### src/rtl/rxf_pkg.sv
// ============================================================================
// rxf_pkg
// Shared constants and types for the receive FIFO with RTS watermark control.
// ============================================================================
package rxf_pkg;

    // Ring buffer geometry
    localparam int DEPTH   = 64;
    localparam int PTR_W   = $clog2(DEPTH);
    localparam int FREE_W  = PTR_W + 1;
    localparam int DATA_W  = 8;

    // Configuration port
    localparam int THR_W   = 7;
    localparam int CFG_IDX_W = 2;
    localparam int CFG_DATA_W = THR_W;
    localparam int CMP_W   = (FREE_W > THR_W) ? FREE_W : THR_W;

    localparam logic [CFG_IDX_W-1:0] CFG_RTS_AUTO_ENABLE = CFG_IDX_W'(0);
    localparam logic [CFG_IDX_W-1:0] CFG_FREE_THRESHOLD  = CFG_IDX_W'(1);

    localparam logic             RTS_AUTO_RESET = 1'b1;
    localparam logic [THR_W-1:0] THR_RESET      = THR_W'(8);

    // Opcodes
    localparam logic OP_RX  = 1'b0;
    localparam logic OP_POP = 1'b1;

    // Buffer memory access
    typedef struct packed {
        logic             we;
        logic             re;
        logic [PTR_W-1:0] addr;
    } t_ram_req;

    // Per-item result, minus the data which comes from the memory
    typedef struct packed {
        logic pop_valid;
        logic rts_level;
    } t_res;

endpackage

### src/rtl/rxf_ram.sv
// ============================================================================
// rxf_ram
// Generic single-port synchronous RAM, registered read.
// ============================================================================
module rxf_ram #(
    parameter int WIDTH = 8,
    parameter int DEPTH = 64
) (
    input  logic                     i_clk,
    input  logic                     i_we,
    input  logic                     i_re,
    input  logic [$clog2(DEPTH)-1:0] i_addr,
    input  logic [WIDTH-1:0]         i_wdata,
    output logic [WIDTH-1:0]         o_rdata
);

    logic [WIDTH-1:0] r_mem [DEPTH];
    logic [WIDTH-1:0] r_rdata;

    always_ff @(posedge i_clk) begin
        if (i_we) begin
            r_mem[i_addr] <= i_wdata;
        end
        if (i_re) begin
            r_rdata <= r_mem[i_addr];
        end
    end

    assign o_rdata = r_rdata;

endmodule

### src/rtl/rxf_ctrl.sv
// ============================================================================
// rxf_ctrl
// Pointer, RTS and configuration state; issues at most one buffer access per item.
// ============================================================================
module rxf_ctrl (
    input  logic                             i_clk,
    input  logic                             i_rst_n,
    input  logic                             i_accept,
    input  logic                             i_opcode,
    input  logic                             i_rx_error,
    input  logic                             i_cfg_wr,
    input  logic [rxf_pkg::CFG_IDX_W-1:0]    i_cfg_index,
    input  logic [rxf_pkg::CFG_DATA_W-1:0]   i_cfg_data,
    output rxf_pkg::t_ram_req                o_ram_req,
    output rxf_pkg::t_res                    o_res
);
    import rxf_pkg::*;

    logic [PTR_W-1:0] r_wp, n_wp;
    logic [PTR_W-1:0] r_rp, n_rp;
    logic             r_rts, n_rts;
    logic             r_auto_en;
    logic [THR_W-1:0] r_thr;

    logic             empty;
    logic [FREE_W-1:0] free_sp;
    logic [CMP_W-1:0]  free_cmp;
    logic [CMP_W-1:0]  thr_cmp;
    logic [CMP_W-1:0]  half_cmp;

    function automatic logic [PTR_W-1:0] f_next(input logic [PTR_W-1:0] p);
        f_next = (p == PTR_W'(DEPTH - 1)) ? '0 : p + PTR_W'(1);
    endfunction

    // Free entries after this item's pointer update
    always_comb begin
        if (n_wp >= n_rp) begin
            free_sp = {1'b0, n_rp} + FREE_W'(DEPTH) - {1'b0, n_wp};
        end else begin
            free_sp = {1'b0, n_rp} - {1'b0, n_wp};
        end
    end

    assign empty    = (r_wp == r_rp);
    assign free_cmp = CMP_W'(free_sp);
    assign thr_cmp  = CMP_W'(r_thr);
    assign half_cmp = CMP_W'(DEPTH / 2);

    always_comb begin
        n_wp          = r_wp;
        n_rp          = r_rp;
        o_ram_req.we  = 1'b0;
        o_ram_req.re  = 1'b0;
        o_ram_req.addr = r_wp;
        o_res.pop_valid = 1'b0;
        if (i_accept) begin
            if (i_opcode == OP_RX) begin
                if (!i_rx_error) begin
                    o_ram_req.we = 1'b1;
                    n_wp         = f_next(r_wp);
                end
            end else begin
                o_ram_req.addr = r_rp;
                if (!empty) begin
                    o_ram_req.re    = 1'b1;
                    o_res.pop_valid = 1'b1;
                    n_rp            = f_next(r_rp);
                end
            end
        end
    end

    always_comb begin
        n_rts = r_rts;
        if (i_accept && r_auto_en) begin
            if (i_opcode == OP_RX) begin
                if (!i_rx_error && (free_cmp <= thr_cmp)) begin
                    n_rts = 1'b1;
                end
            end else if (empty || (free_cmp >= half_cmp)) begin
                n_rts = 1'b0;
            end
        end
    end

    assign o_res.rts_level = n_rts;

    always_ff @(posedge i_clk) begin
        if (!i_rst_n) begin
            r_wp      <= '0;
            r_rp      <= '0;
            r_rts     <= 1'b0;
            r_auto_en <= RTS_AUTO_RESET;
            r_thr     <= THR_RESET;
        end else begin
            r_wp  <= n_wp;
            r_rp  <= n_rp;
            r_rts <= n_rts;
            if (i_cfg_wr) begin
                case (i_cfg_index)
                    CFG_RTS_AUTO_ENABLE: r_auto_en <= i_cfg_data[0];
                    CFG_FREE_THRESHOLD:  r_thr     <= i_cfg_data[THR_W-1:0];
                    default: ;
                endcase
            end
        end
    end

endmodule

### src/rtl/rx_fifo_rts_flow_control.sv
// ============================================================================
// rx_fifo_rts_flow_control
// UART receive ring buffer with automatic RTS watermark flow control.
// ============================================================================
// Each item is either a received byte (opcode 0) or a pop (opcode 1) and
// yields exactly one result item carrying pop_valid, pop_data and the RTS
// level after the item. A byte flagged with rx_error is dropped. There is no
// full check: writing past a full buffer overwrites, and once the write
// pointer meets the read pointer the buffer reads as empty. With automatic
// RTS on, a stored byte raises RTS when free space is at or below the
// threshold; a pop lowers it on an empty buffer or once free space reaches
// half the depth. The bytes live in a single-port RAM; every item makes at
// most one access to it, so one item is taken every clock cycle while the
// output side is not stalled; a result passes through the registered RAM
// read (stage 1) and then the output register. The buffer needs no clearing
// pass after reset. Configuration writes are always ready and must only be
// made while the block is idle.
// ============================================================================
module rx_fifo_rts_flow_control (
    input  logic                           i_clk,
    input  logic                           i_rst_n,
    // input items
    input  logic                           i_in_valid,
    output logic                           o_in_stall,
    input  logic                           i_opcode,
    input  logic [rxf_pkg::DATA_W-1:0]     i_rx_byte,
    input  logic                           i_rx_error,
    // result items
    output logic                           o_out_valid,
    input  logic                           i_out_stall,
    output logic                           o_pop_valid,
    output logic [rxf_pkg::DATA_W-1:0]     o_pop_data,
    output logic                           o_rts_level,
    // configuration writes
    input  logic                           i_cfg_valid,
    output logic                           o_cfg_ready,
    input  logic [rxf_pkg::CFG_IDX_W-1:0]  i_cfg_index,
    input  logic [rxf_pkg::CFG_DATA_W-1:0] i_cfg_data
);
    import rxf_pkg::*;

    t_ram_req          ram_req;
    t_res              res;
    logic [DATA_W-1:0] ram_rdata;

    logic accept;
    logic s1_move;

    // stage 1: waits for the RAM read data
    logic r_s1_vld;
    t_res r_s1_res;

    // output register
    logic              r_out_vld;
    logic              r_out_pop_vld;
    logic [DATA_W-1:0] r_out_data;
    logic              r_out_rts;

    // Stage 1 advances when the output register is empty or being taken.
    // The RAM read register is only loaded on accept, so it holds while
    // stage 1 is stalled.
    assign s1_move    = !r_out_vld || !i_out_stall;
    assign o_in_stall = r_s1_vld && !s1_move;
    assign accept     = i_in_valid && !o_in_stall;
    assign o_cfg_ready = 1'b1;

    rxf_ctrl u_ctrl (
        .i_clk       (i_clk),
        .i_rst_n     (i_rst_n),
        .i_accept    (accept),
        .i_opcode    (i_opcode),
        .i_rx_error  (i_rx_error),
        .i_cfg_wr    (i_cfg_valid),
        .i_cfg_index (i_cfg_index),
        .i_cfg_data  (i_cfg_data),
        .o_ram_req   (ram_req),
        .o_res       (res)
    );

    rxf_ram #(
        .WIDTH (DATA_W),
        .DEPTH (DEPTH)
    ) u_ram (
        .i_clk   (i_clk),
        .i_we    (ram_req.we),
        .i_re    (ram_req.re),
        .i_addr  (ram_req.addr),
        .i_wdata (i_rx_byte),
        .o_rdata (ram_rdata)
    );

    always_ff @(posedge i_clk) begin
        if (!i_rst_n) begin
            r_s1_vld  <= 1'b0;
            r_out_vld <= 1'b0;
        end else begin
            if (accept) begin
                r_s1_vld <= 1'b1;
            end else if (s1_move) begin
                r_s1_vld <= 1'b0;
            end
            if (s1_move) begin
                r_out_vld <= r_s1_vld;
            end
        end
    end

    // payload, no reset
    always_ff @(posedge i_clk) begin
        if (accept) begin
            r_s1_res <= res;
        end
        if (s1_move && r_s1_vld) begin
            r_out_pop_vld <= r_s1_res.pop_valid;
            r_out_data    <= r_s1_res.pop_valid ? ram_rdata : '0;
            r_out_rts     <= r_s1_res.rts_level;
        end
    end

    assign o_out_valid = r_out_vld;
    assign o_pop_valid = r_out_pop_vld;
    assign o_pop_data  = r_out_data;
    assign o_rts_level = r_out_rts;

endmodule

### config.mk
export PLATFORM = sky130hd
export DESIGN_NAME = rx_fifo_rts_flow_control
export DESIGN_NICKNAME = d
export VERILOG_FILES = /design/src/rtl/rxf_pkg.sv /design/src/rtl/rxf_ram.sv /design/src/rtl/rxf_ctrl.sv /design/src/rtl/rx_fifo_rts_flow_control.sv
export SDC_FILE = /design/constraint.sdc
export NUM_CORES = 1
export LEC_CHECK = 0
export BUFFER_PORTS_ARGS = -buffer_cell sky130_fd_sc_hd__buf_2
export CORE_ASPECT_RATIO = 1.5
export CORE_MARGIN = 10
export CORE_UTILIZATION = 40
export DETAILED_ROUTE_END_ITERATION = 10
export HOLD_SLACK_MARGIN = 0.03
export PLACE_DENSITY_LB_ADDON = 0.15
export RECOVER_POWER = 100
export SYNTH_ARGS = -nofsm -noshare
export SYNTH_HDL_FRONTEND = slang
export SYNTH_SLANG_ARGS = --single-unit
### constraint.sdc
create_clock -name i_clk -period 7.1 [get_ports i_clk]
set_clock_uncertainty 0.15 [all_clocks]
set_input_delay 1.42 -clock i_clk [delete_from_list [all_inputs] [get_ports i_clk]]
set_output_delay 1.42 -clock i_clk [all_outputs]
set_load 0.01 [all_outputs]
==> flow_summary.ini, run 1 <==
[worst_setup_path]
worstPathRequired_ps = 7400
regToRegStartpoint = r_s1_vld
endpoint_kind = flip-flop
r2r_setup_slack_ps = 1580
r2r-end = r_s1_res[0]
reg2reg_depth = 17
cp_data_arrival_time_ps = 6410
worstSetupStartpointType = input port
path_cells = clkbuf_1, nand3_1, inv_1, nor4b_2, nand4_1, xnor2_1, nand2_1, ha_1, a21boi_0, o21a_1, or3_1, and2_0, ha_1, a21o_1, a21o_1, o22ai_1, a31o_2, o21a_1
max_stage_delay_ps = 770
critPathKind = in -> reg
critPathMaxFanout = 10
critical_path.slowest_cell = nand4_1

[timing]
fin_ws_ps = 984
setup-violations-final = 0
fin_crit_sh_pct = 86.1
hold_viol_final = 0
rsz0062_at_grt = false
finalMaxSlewViolations = 574
relSlewSlack_pct = -159
period_minus_slack_ps = 6120
tns_ps = 0
fmax_ghz = 0.164
worst_slew_pin_slew_ps = 3880

[drt]
vias = 15600
drt-wirelength-per-cell_um = 25.4
route.detailed.drc = 0
wirelength_um = 66800
ant_nets = 0
drtIter0Drc = 1617
drtPass1Iterations = 6
viasPerCell = 5.94

[pwr]
p_total_w = 0.00646
p_leak_nw = 8.14
power.internal_w = 0.00508
p_sw_w = 0.00138
p_per_area_nw_per_um2 = 253
comb_power_share_pct = 4.3
swShare_pct = 21.4
seqPwrFrac_pct = 55.8
ir_worst_vdd_v = 0.000175
p_clk_share_pct = 39.9

[cts]
cts.repair.resized = 0
cts_sinks = 555
cts_hold_buf = 0
cts_made_buffers = 52
post_cts_buffers = 0
clk_pin_slew_ps = 60
cts_tree = built
clock_path_buffers = 3
htreeDepth = 2
clk_latency_ps = 570
cts_root_buf = clkbuf_16

[grt]
grt_overflow = 0
grt_pass1_vias = 15500
antenna_found_initial = 1
grt_start_max_net_pins = 137
grt.total_usage_pct = 19.0
grt_pass1_wl_um = 99700

[synthesis]
ys_seq_elements = 555
synth_nets = 1898
yosys-top-cells-area = edfxtp_1 (69%), a21oi_1 (5.7%), nand3_1 (5.7%)
ys_warn_count = 0
synth_cell_types = 56
syn_area_um2 = 23300
ys_seq_area_share_pct = 70.6
yosys.area.top_type = edfxtp_1
syn_inst = 1858
syn_area_per_cell_um2 = 12.5
yosysTopAreaCellShare_pct = 68.6

[finish]
nNetsFinal = 1866
area_delta_synth_final_pct = 10.0
drive_gt1_share_pct = 6.56

[placement]
gp_congestion = 0.815
dp_slack_ps = 599
dp_hpwl_um = 37500
portBuffers = 35

[worst_hold_path]
min_from = r_s1_res[0]
whs_path_depth = 0
min_path_type = reg -> reg
worstHoldEndpoint = o_rts_level

[floorplan]
dieWidth_um = 217
die_y_um = 315
rows = 108
ioPinCount = 37
start_util_pct = 40.3
die_area_um2 = 68400
core-area_um2 = 57700

[outcome]
violations = max-capacitance violations, max-slew violations
run_status = complete, but fails checks

[job]
maxCapViolations = 10
## state kept, by name, indices dropped and copies added, names as in the netlist, 2 cells and up
| signal | count |
|---|---|
| u_ram.r_mem | 512 |
| o_pop_data | 8 |
| u_ram.o_rdata | 8 |
| u_ctrl.r_thr | 7 |
| u_ctrl.r_rp | 6 |
| u_ctrl.r_wp | 6 |
| r_s1_res | 2 |
## layer usage
metal  part of all wire, %  routed length [µm]  GRT usage (%)
met5                     0                   0              0
met4                   3.5                2340           7.31
met3                   5.6                3720           2.42
met2                    51               33800           32.7
met1                    40               27000           24.0
## worst max-delay path: cells and delay by family
kind	cells	cell delay (ps)
AND/OR/NAND/NOR	6	2340
adder cells (fa/ha/maj)	2	640
AO/OA/AOI/OAI	7	1270
buffers and inverters	2	340
XOR/XNOR	1	380
## synthesized netlist by cell type (all sizes together)
cell,count
nand2b,5
or3,2
or4,8
nand4b,1
o211ai,1
mux2,1
o31ai,1
nand4,4
and2,17
fa,1
and3,3
a21boi,2
nor4b,3
xnor2,9
mux2i,12
dfxtp,23
conb,1
clkbuf,121
o41ai,1
nor3,28
inv,15
nor4,64
edfxtp,532
ha,15
o21ai,263
nor3b,1
a21o,4
a21oi,263
a31oi,4
o21a,6
xor2,5
nor2b,6
o211a,1
or3b,1
a31o,1
nand2,21
nand3,265
nand3b,2
o22ai,33
a22oi,1
a211oi,1
nor2,66
buf,44
## cells in the final DEF, fill, tap and decap left out, types with 7 or more instances in the layout
master / count
edfxtp_1: 532
nand3_1: 264
a21oi_1: 263
o21ai_0: 205
nor2_1: 66
nor4_1: 64
o21ai_1: 57
clkbuf_1: 55
clkbuf_16: 53
o22ai_1: 33
nor3_1: 28
dfxtp_1: 23
buf_2: 21
nand2_1: 19
buf_4: 17
inv_1: 15
ha_1: 15
and2_0: 10
xnor2_1: 9
mux2i_1: 9
or4_1: 8
clkinv_1: 7
buf_12: 7
## how the worst max path moves through the flow
stage                startpoint     endpoint  slack, ps  depth (start not counted)
finish              i_out_stall  r_s1_res[0]        980                         18
CTS                 i_out_stall  r_s1_res[0]       1180                         18
detailed placement  i_out_stall  r_s1_res[0]        600                         18
floorplan           i_out_stall  r_s1_res[0]       1750                         19
global placement    i_out_stall  r_s1_res[0]        670                         18
global route        i_out_stall  r_s1_res[0]        530                         18
## metrics by stage
step                instances  hold slack (ps)  utilization (%)  cell area, µm²
finish                   2632              321             44.4           25600
global route             2631              339             44.4           25600
CTS                      2631              346             44.5           25700
detailed placement       2542              334             41.9           24200
global placement         2542              339             41.9           24200
floorplan                1858              250                -           23300
## cells by family after synthesis
| group | share of synthesized area [%] |
|---|---|
| AOI/OAI and AO/OA | 13.1 |
| DFF | 70.6 |
| and+or+nand+nor | 11.1 |
| buffers and inverters | 3.13 |
| adders and majority gates | 0.893 |
| xor gates and xnor gates | 0.527 |
| muxes | 0.651 |
| other | 0.0161 |
## layout make-up
type | count | area (µm²)
Tap cell | 770 | 963
Timing Repair Buffer | 79 | 500
Clock inverter | 15 | 100
Multi-Input combinational cell | 1123 | 6130
Fill cell | 5270 | 32100
Antenna cell | 1 | 2.50
Sequential cell | 555 | 16400
Inverter | 15 | 56.3
Clock buffer | 74 | 1410
## power groups by stage
stage	combinational (W)	clock, W	sequential, W
global route	0.000304	0.00273	0.00361
CTS	0.000285	0.00262	0.00360
finish	0.000278	0.00258	0.00361
detailed placement	0.000284	0	0.00367
global placement	0.000281	0	0.00367
floorplan	0.000147	0	0.00367
Power figures use the tool's default switching activity.
==> run 2, diff against run 1 <==
--- a/config.mk
+++ b/config.mk
@@ -13,6 +13,7 @@
 export HOLD_SLACK_MARGIN = 0.03
 export PLACE_DENSITY_LB_ADDON = 0.15
 export RECOVER_POWER = 100
+export REMOVE_ABC_BUFFERS = 1
 export SYNTH_ARGS = -nofsm -noshare
 export SYNTH_HDL_FRONTEND = slang
 export SYNTH_SLANG_ARGS = --single-unit
==> constraint.sdc (replaced) <==
create_clock -name i_clk -period 7.1 [get_ports i_clk]
set_clock_uncertainty 0.15 [all_clocks]
set_input_delay 1.065 -clock i_clk [delete_from_list [all_inputs] [get_ports i_clk]]
set_output_delay 1.065 -clock i_clk [all_outputs]
set_load 0.01 [all_outputs]
==> run 2 against run 1 <==
The flow still finishes with violations (max-capacitance violations, max-slew violations). Final cell count rose by 0.30%. Die area is the same. Global-route usage hardly changed. Utilization grew 0.15 points. First-iteration DRC count shrank 3.5%. Critical path depth decreased by 8. Count of clock-buffer cells in the layout down 7. Sequential cell count stayed put. Wire length fell by 0.82%. Clock power rose by 5%. Setup slack gained 110 ps.
==> flow_summary.ini, run 2 (same netlist as run 1, synthesis figures left out) <==
[floorplan]
die_y_um = 315
dieWidth_um = 217
rows = 108
die_area_um2 = 68400
ioPinCount = 37
start_util_pct = 40.3
core-area_um2 = 57700

[finish]
finish.utilization_pct = 44.5
top_register = u_ram.r_mem
layout_commonest_cell = edfxtp_1
nNetsFinal = 1866
drive_gt1_share_pct = 6.90
fin_area_um2 = 25700
largest_reg_flops = 512
mostFrequentLayoutCells = edfxtp_1 (532), nand3_1 (264), a21oi_1 (263)
antenna_cells = 0
fin_cells = 2640
area_delta_synth_final_pct = 10.4

[timing]
relSlewSlack_pct = -147
worst_slew_pin_slew_ps = 3700
fin_ws_ps = 1090
finalMaxSlewViolations = 584
period_minus_slack_ps = 6010
fin_crit_sh_pct = 84.7
setup-violations-final = 0
tns_ps = 0
rsz0062_at_grt = false
hold_viol_final = 0
fmax_ghz = 0.166

[placement]
portBuffers = 35
dpl_cell_area_um2 = 24200
dp_slack_ps = 1310
gp_congestion = 0.865
dp_hpwl_um = 37600
place_inst = 2541

[worst_hold_path]
min_path_type = reg -> reg
min_from = r_s1_res[0]

[worst_setup_path]
worstSetupStartpointType = input port
endpoint_kind = flip-flop
cp_data_arrival_time_ps = 6180
startpoint = i_out_stall
worstPathRequired_ps = 7270
critPathMaxFanout = 46
regToRegStartpoint = o_out_valid
critPathKind = in -> reg

[cts]
cts_made_buffers = 52
clock_path_buffers = 3
post_cts_buffers = 0
cts_tree = built
clk_pin_slew_ps = 60
htreeDepth = 2
cts.repair.resized = 0
cts_hold_buf = 0
cts_root_buf = clkbuf_16
clk_latency_ps = 590
cts_sinks = 555

[drt]
ant_nets = 0
drtPass1Iterations = 7
drt-wirelength-per-cell_um = 25.1
drtIter0Drc = 1561
viasPerCell = 5.89
route.detailed.drc = 0
wirelength_um = 66300
vias = 15500

[grt]
grt_overflow = 0
grt_pass1_vias = 15500
grt_start_max_net_pins = 126
antenna_found_initial = 0
grt.total_usage_pct = 19.0
grt_pass1_wl_um = 99900

[pwr]
power.internal_w = 0.00519
p_clk_share_pct = 41.1
swShare_pct = 21.2
ir_worst_vdd_v = 0.000186
p_sw_w = 0.00140
p_leak_nw = 8.20
comb_power_share_pct = 4.1
seqPwrFrac_pct = 54.8
p_per_area_nw_per_um2 = 257

[outcome]
run_status = complete, but fails checks
violations = max-capacitance violations, max-slew violations

[job]
maxCapViolations = 12
[run 2: cell types whose count changed in the layout (fill, tap and decap cells not counted), sizes merged]
cell,delta
clkbuf,-8
buf,+1
clkinv,+11
inv,+2
diode,-1
bufinv,+3
[run 2: cell type report]
cell class,count,area (µm²)
repair buffers,79,479
flip-flops and latches,555,16400
well taps,770,963
fillers,5289,32000
multi-input cells,1123,6120
clock buffers,67,1380
clock inverters,31,246
inverters,15,56.3
[run 2: worst paths after layout]
kind                           end  slack (ps)  cells after the start
hold reg to reg        o_rts_level         280                      0
setup / recovery  u_ram.o_rdata[2]        1090                     10
setup reg to reg  u_ram.o_rdata[2]        1330                      9
hold / removal         o_rts_level         280                      0
[run 2: critical path, stage by stage]
cell	delay, ps
clkbuf_1	120
nand3_1	250
inv_1	360
nor4b_1	120
a31oi_1	2320
buf_12	330
a21oi_1	80
nor4_1	740
o22ai_1	300
or4_1	460
[run 2: metrics by stage]
step           total power, W  hold WS [ps]
2_1_floorplan         0.00382           250
3_3_place_gp          0.00394           294
3_5_place_dp          0.00395           278
4_1_cts               0.00664           296
5_1_grt               0.00679           295
6_report              0.00659           277
[run 2: power groups by stage]
stage | combinational (W) | clock, W | sequential, W
after floorplan | 0.000152 | 0 | 0.00367
after global placement | 0.000273 | 0 | 0.00367
after detailed placement | 0.000276 | 0 | 0.00367
after CTS | 0.000277 | 0.00277 | 0.00360
after global routing | 0.000297 | 0.00288 | 0.00361
final | 0.000270 | 0.00271 | 0.00361
[run 2: per-layer routing]
| metal | part of all wire [%] | track usage (%) | vias up |
|---|---|---|---|
| li1 | - | - | 7072 |
| met3 | 5.2 | 1.96 | 92 |
| met5 | 0 | 0 | - |
| met1 | 41 | 24.5 | 7850 |
| met2 | 51 | 32.7 | 533 |
| met4 | 3.0 | 6.42 | 0 |
